$ cat src/hw/rtl/lrp_pkg.sv
// ----------------------------------------------------------------------------
// lrp_pkg
// Shared constants and types for the LRU page replacement block.
// ----------------------------------------------------------------------------
package lrp_pkg;

    // default geometry
    localparam int FRAMES_DEF    = 512;
    localparam int PAGE_BITS_DEF = 20;

    // frame limit register
    localparam int CFG_W     = 10;
    localparam int CFG_RESET = 512;

    // running totals
    localparam int CNT_W = 32;

    // control part of a transaction walking down the cell chain
    typedef struct packed {
        logic valid;   // slot carries a transaction
        logic done;    // lookup finished upstream, just travel to the end
        logic hit;     // page found resident
        logic victim;  // carry holds an evicted page
    } lrp_ctl_t;

endpackage

$ cat src/hw/rtl/lrp_cell.sv
// ----------------------------------------------------------------------------
// lrp_cell
// One recency position of the LRU stack: holds a page, swaps with the carry.
// ----------------------------------------------------------------------------
module lrp_cell #(
    parameter int FRAMES    = lrp_pkg::FRAMES_DEF,
    parameter int PAGE_BITS = lrp_pkg::PAGE_BITS_DEF,
    parameter int IDX       = 0,
    localparam int LIM_W    = $clog2(FRAMES + 1)
) (
    input  logic                 clk,
    input  logic                 rst_n,
    input  logic                 advance,
    input  logic [LIM_W-1:0]     limit,
    input  lrp_pkg::lrp_ctl_t    ctl_in,
    input  logic [PAGE_BITS-1:0] ref_in,
    input  logic [PAGE_BITS-1:0] carry_in,
    output lrp_pkg::lrp_ctl_t    ctl_out,
    output logic [PAGE_BITS-1:0] ref_out,
    output logic [PAGE_BITS-1:0] carry_out
);

    logic                 ent_valid_reg;
    logic                 ent_valid_next;
    logic [PAGE_BITS-1:0] page_reg;
    logic [PAGE_BITS-1:0] page_next;
    lrp_pkg::lrp_ctl_t    ctl_reg;
    lrp_pkg::lrp_ctl_t    ctl_next;
    logic [PAGE_BITS-1:0] ref_reg;
    logic [PAGE_BITS-1:0] carry_reg;
    logic [PAGE_BITS-1:0] carry_next;
    logic                 active;
    logic                 match;
    logic                 in_limit;

    assign active   = ctl_in.valid && !ctl_in.done;
    assign match    = ent_valid_reg && (page_reg == ref_in);
    assign in_limit = LIM_W'(IDX) < limit;

    always_comb
    begin
        ent_valid_next = ent_valid_reg;
        page_next      = page_reg;
        ctl_next       = ctl_in;
        carry_next     = carry_in;
        if (active)
        begin
            if (ent_valid_reg)
            begin
                // take the more recent page, pass ours down unless it is the one referenced
                page_next = carry_in;
                if (match)
                begin
                    ctl_next.done = 1'b1;
                    ctl_next.hit  = 1'b1;
                end
                else
                begin
                    carry_next = page_reg;
                end
            end
            else if (in_limit)
            begin
                // first free position and still room: grow the set
                page_next      = carry_in;
                ent_valid_next = 1'b1;
                ctl_next.done  = 1'b1;
            end
            else
            begin
                // set is full, carry is the least recent page
                ctl_next.done   = 1'b1;
                ctl_next.victim = 1'b1;
            end
        end
    end

    always_ff @(posedge clk or negedge rst_n)
    begin
        if (!rst_n)
        begin
            ent_valid_reg <= 1'b0;
            ctl_reg       <= '0;
        end
        else if (advance)
        begin
            ent_valid_reg <= ent_valid_next;
            ctl_reg       <= ctl_next;
        end
    end

    always_ff @(posedge clk)
    begin
        if (advance)
        begin
            page_reg  <= page_next;
            ref_reg   <= ref_in;
            carry_reg <= carry_next;
        end
    end

    assign ctl_out   = ctl_reg;
    assign ref_out   = ref_reg;
    assign carry_out = carry_reg;

endmodule

$ cat config.mk
export PLATFORM = sky130hd
export DESIGN_NAME = lrp_cell
export DESIGN_NICKNAME = d
export VERILOG_FILES = /design/src/hw/rtl/lrp_pkg.sv /design/src/hw/rtl/lrp_cell.sv
export SDC_FILE = /design/constraint.sdc
export NUM_CORES = 1
export LEC_CHECK = 0
export BUFFER_PORTS_ARGS = -buffer_cell sky130_fd_sc_hd__buf_2
export CAP_MARGIN = 20
export CORE_MARGIN = 1.5
export CORE_UTILIZATION = 52
export DETAILED_ROUTE_END_ITERATION = 8
export PLACE_DENSITY = 0.84
export RECOVER_POWER = 25
export SETUP_SLACK_MARGIN = 0.5
export SLEW_MARGIN = 20
export SYNTH_ARGS = -nofsm -noshare
export SYNTH_HDL_FRONTEND = slang
export SYNTH_SLANG_ARGS = --single-unit
$ cat constraint.sdc
create_clock -name clk -period 7.82 [get_ports clk]
set_clock_uncertainty 0.05 [all_clocks]
set_input_delay 1.955 -clock clk [delete_from_list [all_inputs] [get_ports clk]]
set_output_delay 1.955 -clock clk [all_outputs]
set_load 0.01 [all_outputs]
# Yosys cells after proc, flatten, opt, wreduce, memory -nomap -nowiden
# Cells that the tools add are included.
dict set report classes {
  n_mux 13
  n_lt_le_gt_ge 1
  reduce_logical 6
  n_eq_ne 1
}
# cell count
set op_table {}
lappend op_table {{2-to-1 mux 20 bit} 5}
lappend op_table {{== test 20 bit} 1}
lappend op_table {{< comparator 1 x 10 -> 1 bit, first input constant} 1}
lappend op_table {{2-to-1 mux 1 bit} 6}
lappend op_table {{2-to-1 mux 3 bit} 1}
lappend op_table {{AND reduction 3 bit} 1}
lappend op_table {{logical AND 1 bit} 2}
lappend op_table {{2-to-1 mux 2 bit} 1}
lappend op_table {{AND reduction 2 bit} 1}
lappend op_table {{nonzero test 2 bit} 1}
lappend op_table {{zero test 1 bit} 1}
dict set report totals {
  input_bits 57
  register_bits 65
  elab_cells 29
  out_inout_bits 44
}

# Depth between registers and ports, before layout
# Gate-level depths: netlist (run 1).
dict set report depth {
  depth_word 5
  mapped_depth 6
  mapped_depth_nobuf 5
}

# Worst setup path after synthesis (run 1)
# No wires, ideal clock.
dict set report synth_timing {
  kind {input to register}
  start {input advance}
  end {register page_reg[0] (enable)}
  setup_time_ns 0.424
  path_stages 3
  path_buffers 1
  arrival_time_ns 3.721
  setup_slack_ns 3.625
  t_required_ns 7.346
  cell_sequence {clkbuf_1 > nand2_1 > nor3_1}
}
dict set report synth_via {
  elab_chain_cells 1
}
# item line_no
set synth_rtl {}
lappend synth_rtl {{start, declared} lrp_cell.sv:13} ;# input logic advance,
lappend synth_rtl {{AND reduction 3 bit (no line)} -}
lappend synth_rtl {{end signal, assigned} lrp_cell.sv:96} ;# page_reg <= page_next;
lappend synth_rtl {{end, declared} lrp_cell.sv:25} ;# logic [PAGE_BITS-1:0] page_reg;
# No other way between the ends.
# A chain may end at the register's enable or synchronous reset.

# Final worst setup path (run 1)
dict set report layout_timing {
  start {input ref_in[8]}
  end {register carry_reg[9], in the netlist carry_out[9] (data pin)}
}
dict set report layout_via {
  elab_chain_cells 5
}
# item line_no
set layout_rtl {}
lappend layout_rtl {{start, declared} lrp_cell.sv:16} ;# input logic [PAGE_BITS-1:0] ref_in,
lappend layout_rtl {{== test 20 bit} lrp_cell.sv:37} ;# assign match = ent_valid_reg && (page_reg == ref_in);
lappend layout_rtl {{logical AND 1 bit} lrp_cell.sv:37}
lappend layout_rtl {{2-to-1 mux 20 bit} lrp_cell.sv:52} ;# if (match)
lappend layout_rtl {{2-to-1 mux 20 bit} lrp_cell.sv:48} ;# if (ent_valid_reg)
lappend layout_rtl {{2-to-1 mux 20 bit} lrp_cell.sv:46} ;# if (active)
lappend layout_rtl {{via carry_next[9]} lrp_cell.sv:31} ;# logic [PAGE_BITS-1:0] carry_next;
lappend layout_rtl {{end signal, assigned} lrp_cell.sv:98} ;# carry_reg <= carry_next;
lappend layout_rtl {{end, declared} lrp_cell.sv:30} ;# logic [PAGE_BITS-1:0] carry_reg;
# The timed path passes the listed nets, and every way through them passes these cells.

==> impl_metrics.ini, run 1 <==
[run_status]
status = finished clean

[yosys]
mappedNetlistNets = 194
synthesis.area_um2 = 2600
synth.yosys.warnings = 0
ys_ff_latch = 65
synth_sequential_area_ratio_pct = 74.2
synth.avg_cell_area_um2 = 19.0
post_synth_inst_count = 137
netlist-cell-type-count = 21

[detailed_routing]
routed_wl_um = 4750
viasPerCell = 4.91
drt_pre_antenna_iters = 4
drt.antenna.violating_nets = 0
drc_errors = 0
route.vias.total = 1566
initialDrtViolationCount = 60
avgRoutedWirePerCell_um = 14.9

[sta]
worst_hold_slack_across_all_endpoints_ps = 476
setup_viol = 0
min_period_ps = 3540
fmaxAchievable_mhz = 283
setup-tns-final_ps = 0
post-route-period-util_pct = 45.2
drv_slew = 0
max-slew-margin-rel_pct = 36.2
grt_setup_unrepaired = no
worst-slew-pin-transition_ps = 955
final_critical_path_setup_slack_ps = 4280
report.final.hold_viol_count = 0

[setup_path]
path_class = in2reg
required_ps = 7850
cpMaxStageDelayCell = sky130_fd_sc_hd__a21oi_4
cp_num_buf_inv = 1
crit_fanout = 20
crit_path_end = carry_out[9]
setup.worst_path.start_class = input port
reg2regPathDepth = 5
timing.critical_path.slowest_cell_delay_ps = 770
critical_path.endpoint_type = flop
critical_path.cell_chain = clkbuf_1, xnor2_1, nand4_1, nor2_1, a21oi_4, mux2_4
regToRegStartpoint = page_reg[8]
regToRegEndpoint = carry_out[9]
crit_arrival_ps = 3570
critical_path_depth = 6
start_point_of_the_critical_path = ref_in[8]
worst_path_dominant_cell_family = compound AO/OA/AOI/OAI gates
worst-r2r-setup-slack_ps = 5570

[job]
cap_viol_max_count = 0

[clocking]
root_buffer = sky130_fd_sc_hd__clkbuf_8
cts.clk_slew.worst_paths_ps = 70
clk_latency_ps = 340
cts.sink_count = 65
ctsHoldBuffers = 0
cts_max_path_buffers = 2
post-cts-setup-buffer-count = 0
numCtsBuffers = 9
htree_num_levels = 3
post_cts_sizing = 0
cts_tree = done

[global_routing]
via_count_of_the_first_global_routing_pass = 1560
grtUsageTotal_pct = 19.2
grt_pass1_wl_um = 7330
antenna_violations_before_repair = 0
grt_remaining_overflow = 0
largest_net_degree_at_the_start_of_global_routing = 48

[pwr]
power_per_cell_area_nw_per_um2 = 232
ir_worst_vdd_uv = 94.2
cellLeakagePower_nw = 1.28
seq_pwr_share_pct = 53.8
finalPower_mw = 0.774
sw_frac_of_total_pct = 21.9
power.net_switching_mw = 0.169
p_int_mw = 0.605
power_frac_comb_pct = 10.8
clockPowerShare_pct = 35.4

[die]
fp.dieArea_um2 = 5430
top_level_ports = 101
chipWidth_um = 73.7
std_cell_rows = 25
initial_core_utilization_pct = 54.6
fp.coreArea_um2 = 4750
die-height_um = 73.7

[cells_and_area]
final_net_count = 304
n_antenna_cell = 0
drive_gt1_share_pct = 42.9
area_growth_syn_to_layout_pct = 28.4
final_core_util_pct = 70.1

[placed_design]
place_worst_setup_slack_ps = 3930
detailedPlacementHpwl_um = 3400
place_congestion = 0.767
io_buffer_count = 100

[hold_path]
worstHoldPathCells = 2
holdCritPathClass = reg2reg
## cell type report
| cell class | count | area [um2] |
|---|---|---|
| Fill cell | 341 | 1420 |
| Multi-Input combinational cell | 68 | 653 |
| Clock inverter | 3 | 40.0 |
| Timing Repair Buffer | 102 | 478 |
| Tap cell | 67 | 83.8 |
| Inverter | 1 | 3.75 |
| Clock buffer | 13 | 149 |
| Sequential cell | 65 | 1930 |
## through the flow
step | std cells | cell area [um2]
2_1_floorplan | 137 | 2600
3_3_place_gp | 303 | 3180
3_5_place_dp | 303 | 3180
4_1_cts | 319 | 3370
5_1_grt | 319 | 3330
6_report | 319 | 3330
## logic make-up (layout without fill, tap and decap cells)
family	after synthesis	after routing	synth area share [%]
AND/OR/NAND/NOR	18	18	3.85
multiplexers	21	21	11.9
XOR/XNOR	20	20	6.74
buffers and inverters	4	119	1.16
AO/OA/AOI/OAI	9	9	2.12
flip-flops	65	65	74.2
## how the worst min path moves through the flow
stage / start / to
finish: ctl_out[3] / ctl_out[3]
global route: ctl_out[3] / ctl_out[3]
CTS: ctl_out[3] / ctl_out[3]
detailed placement: ctl_out[0] / ctl_out[0]
floorplan: ctl_out[2] / ctl_out[2]
global placement: ctl_out[2] / ctl_out[2]
## worst reg2reg max path, delay by kind of cell, from the launching register on
| kind | cells | cell delay [ps] |
|---|---|---|
| flops | 1 | 410 |
| xor+xnor | 1 | 160 |
| simple gates | 2 | 240 |
| mux | 1 | 360 |
| compound gates | 1 | 770 |
## synth_stat cells
master                      n  area (um2)
sky130_fd_sc_hd__clkbuf_1   1        3.75
sky130_fd_sc_hd__mux2i_1    1        10.0
sky130_fd_sc_hd__xnor2_1   20         175
sky130_fd_sc_hd__a21oi_2    1        8.76
sky130_fd_sc_hd__o21ai_0    3        15.0
sky130_fd_sc_hd__buf_6      2        22.5
sky130_fd_sc_hd__nand4_1    5        31.3
sky130_fd_sc_hd__nor3_2     1        10.0
sky130_fd_sc_hd__a21oi_1    3        15.0
sky130_fd_sc_hd__nand2b_1   1        6.26
sky130_fd_sc_hd__a21boi_0   1        7.51
sky130_fd_sc_hd__nor3_1     1        5.00
sky130_fd_sc_hd__inv_1      1        3.75
sky130_fd_sc_hd__nor2b_1    1        6.26
sky130_fd_sc_hd__nand2_1    3        11.3
sky130_fd_sc_hd__nor4_1     3        18.8
sky130_fd_sc_hd__mux2_4    20         300
sky130_fd_sc_hd__edfxtp_1  60        1800
sky130_fd_sc_hd__dfrtp_1    5         125
sky130_fd_sc_hd__nor2_1     3        11.3
sky130_fd_sc_hd__a41oi_1    1        8.76
## power by group through the flow
stage / clock [mW] / combinational, mW / sequential, mW
after floorplan: 0 / 0.0338 / 0.433
after global placement: 0 / 0.0849 / 0.423
after detailed placement: 0 / 0.0866 / 0.424
after CTS: 0.279 / 0.0868 / 0.417
after global routing: 0.291 / 0.0914 / 0.419
final: 0.274 / 0.0836 / 0.417
## cell usage in the layout (no fill, tap or decap)
master / n
sky130_fd_sc_hd__clkbuf_1: 33
sky130_fd_sc_hd__nor2b_1: 1
sky130_fd_sc_hd__xnor2_1: 20
sky130_fd_sc_hd__nand2b_1: 1
sky130_fd_sc_hd__inv_1: 1
sky130_fd_sc_hd__edfxtp_1: 60
sky130_fd_sc_hd__nor2_1: 3
sky130_fd_sc_hd__nor4_1: 3
sky130_fd_sc_hd__o21ai_0: 3
sky130_fd_sc_hd__bufinv_16: 1
sky130_fd_sc_hd__mux2i_1: 1
sky130_fd_sc_hd__a21oi_4: 1
sky130_fd_sc_hd__mux2_4: 20
sky130_fd_sc_hd__a21oi_1: 3
sky130_fd_sc_hd__a21boi_0: 1
sky130_fd_sc_hd__clkinv_2: 2
sky130_fd_sc_hd__buf_2: 70
sky130_fd_sc_hd__clkbuf_8: 10
sky130_fd_sc_hd__nand2_1: 3
sky130_fd_sc_hd__dfrtp_1: 5
sky130_fd_sc_hd__nand4_1: 5
sky130_fd_sc_hd__a41oi_1: 1
sky130_fd_sc_hd__nor3_2: 2
sky130_fd_sc_hd__buf_4: 2
## per-layer routing
metal  GRT usage (%)  routed length (um)  part of all wire, %
met1            22.1                1900                   40
met2            33.0                2470                   52
met3            4.80                 268                  5.6
met4            9.88                 104                  2.2
met5               0                   0                    0
Power figures use the tool's default switching activity.
==> run 2: changes to the inputs <==
Settings changed: CORE_UTILIZATION 52 to 43, PLACE_DENSITY 0.84 to 0.75.
Clock period 7.82 ns to 3.1 ns, I/O delays scaled along.
==> impl_metrics.ini, run 2 (synthesis results as in run 1) <==
[sta]
setup_viol = 0
fmaxAchievable_mhz = 459
worst-slew-pin-transition_ps = 1000
post-route-period-util_pct = 70.3
grt_setup_unrepaired = no
drv_slew = 0
setup-tns-final_ps = 0
max-slew-margin-rel_pct = 33.0
min_period_ps = 2180
report.final.hold_viol_count = 0

[clocking]
post_cts_sizing = 0
clk_latency_ps = 320
cts_tree = done
ctsHoldBuffers = 0
post-cts-setup-buffer-count = 0
numCtsBuffers = 9
cts.sink_count = 65
root_buffer = sky130_fd_sc_hd__clkbuf_8
cts_max_path_buffers = 2
cts.clk_slew.worst_paths_ps = 60
htree_num_levels = 3

[setup_path]
cpMaxStageDelayCell = sky130_fd_sc_hd__nor3_2
cp_num_buf_inv = 2
path_class = in2reg
crit_arrival_ps = 2190
worst_path_dominant_cell_family = simple AND/OR/NAND/NOR gates
crit_fanout = 16
critical_path.endpoint_type = flop
critical_path.cell_chain = clkbuf_1, xnor2_1, nand4_1, nor3_2, a21oi_4, buf_12, mux2_4
timing.critical_path.slowest_cell_delay_ps = 330
setup.worst_path.start_class = input port
required_ps = 3110

[placed_design]
io_buffer_count = 100
place_congestion = 0.694
placed_cells_incl_taps = 312
detailedPlacementHpwl_um = 3590
post_dp_cell_area_um2 = 3220

[global_routing]
largest_net_degree_at_the_start_of_global_routing = 47
via_count_of_the_first_global_routing_pass = 1539
grtUsageTotal_pct = 15.7
grt_pass1_wl_um = 7330
antenna_violations_before_repair = 0
grt_remaining_overflow = 0

[detailed_routing]
avgRoutedWirePerCell_um = 15.0
drt.antenna.violating_nets = 0
drc_errors = 0
route.vias.total = 1574
routed_wl_um = 4890
viasPerCell = 4.81
drt_pre_antenna_iters = 4
initialDrtViolationCount = 52

[cells_and_area]
num-fill-cells = 491
layout_commonest_cell = sky130_fd_sc_hd__buf_2
final_net_count = 305
final_cell_mix = sky130_fd_sc_hd__buf_2 (63), sky130_fd_sc_hd__edfxtp_1 (60), sky130_fd_sc_hd__clkbuf_1 (39)
area_growth_syn_to_layout_pct = 28.0
drive_gt1_share_pct = 40.1
layout.cells.non_filler = 327
design_area_um2 = 3330
n_antenna_cell = 0

[job]
cap_viol_max_count = 0

[die]
fp.dieArea_um2 = 6520
top_level_ports = 101
chipWidth_um = 80.7
die-height_um = 80.7
initial_core_utilization_pct = 44.1
fp.coreArea_um2 = 5890
std_cell_rows = 28

[run_status]
status = finished clean

[pwr]
ir_worst_vdd_uv = 235
cellLeakagePower_nw = 1.25
power_per_cell_area_nw_per_um2 = 553

[hold_path]
holdCritPathClass = in2async
## run 2: cell types whose count changed in the layout (fill, tap and decap cells not counted), sizes merged
cell      previous run  this run
clkinv               2         3
bufinv               1         0
clkinvlp             0         1
clkbuf              43        48
buf                 72        66
## run 2: final timing paths
kind,from,endpoint,slack [ps],depth (start not counted)
max,ref_in[4],carry_out[17],920,7
min,rst_n,ctl_out[3],270,1
max reg2reg,page_reg[6],carry_out[17],1070,6
min reg2reg,ctl_out[2],ctl_out[2],480,2
max in group asynchronous,rst_n,ctl_out[1],2500,1
min in group clk,ctl_out[2],ctl_out[2],480,2
## run 2: through the flow
step	power [mW]	hold slack [ps]	util (%)	setup WS, ps
2_1_floorplan	1.18	429	-	702
3_3_place_gp	1.29	452	54.7	583
3_5_place_dp	1.29	448	54.7	566
4_1_cts	1.87	204	57.3	906
5_1_grt	1.91	262	56.5	815
6_report	1.84	267	56.5	920
## run 2: layer usage
metal	vias up	routed length [um]	track usage (%)
met4	0	41	7.76
met1	751	1990	18.8
met5	-	0	0
met2	75	2520	26.7
met3	2	342	3.30
li1	746	-	-
## run 2: final cells by class
cell class	instances	area (um2)	area share (%)
Timing Repair Buffer	103	489	14.7
Multi-Input combinational cell	68	659	19.8
Clock inverter	4	21.3	0.640
Clock buffer	11	131	3.95
Inverter	1	3.75	0.113
Sequential cell	65	1930	57.9
Tap cell	75	93.8	2.82
## run 2: worst reg2reg max path, delay by kind of cell (launching register included)
family | cells | cell delay (ps)
AOI/OAI and AO/OA | 1 | 160
xor gates and xnor gates | 1 | 190
buffers and inverters | 1 | 200
DFF | 1 | 410
muxes | 1 | 310
and+or+nand+nor | 2 | 470
## run 2: where the power goes
part	total (mW)	switching, mW	internal [mW]
registers	1.05	0.0226	1.03
logic	0.216	0.107	0.109
clock network	0.573	0.292	0.281
total	1.84	0.422	1.42
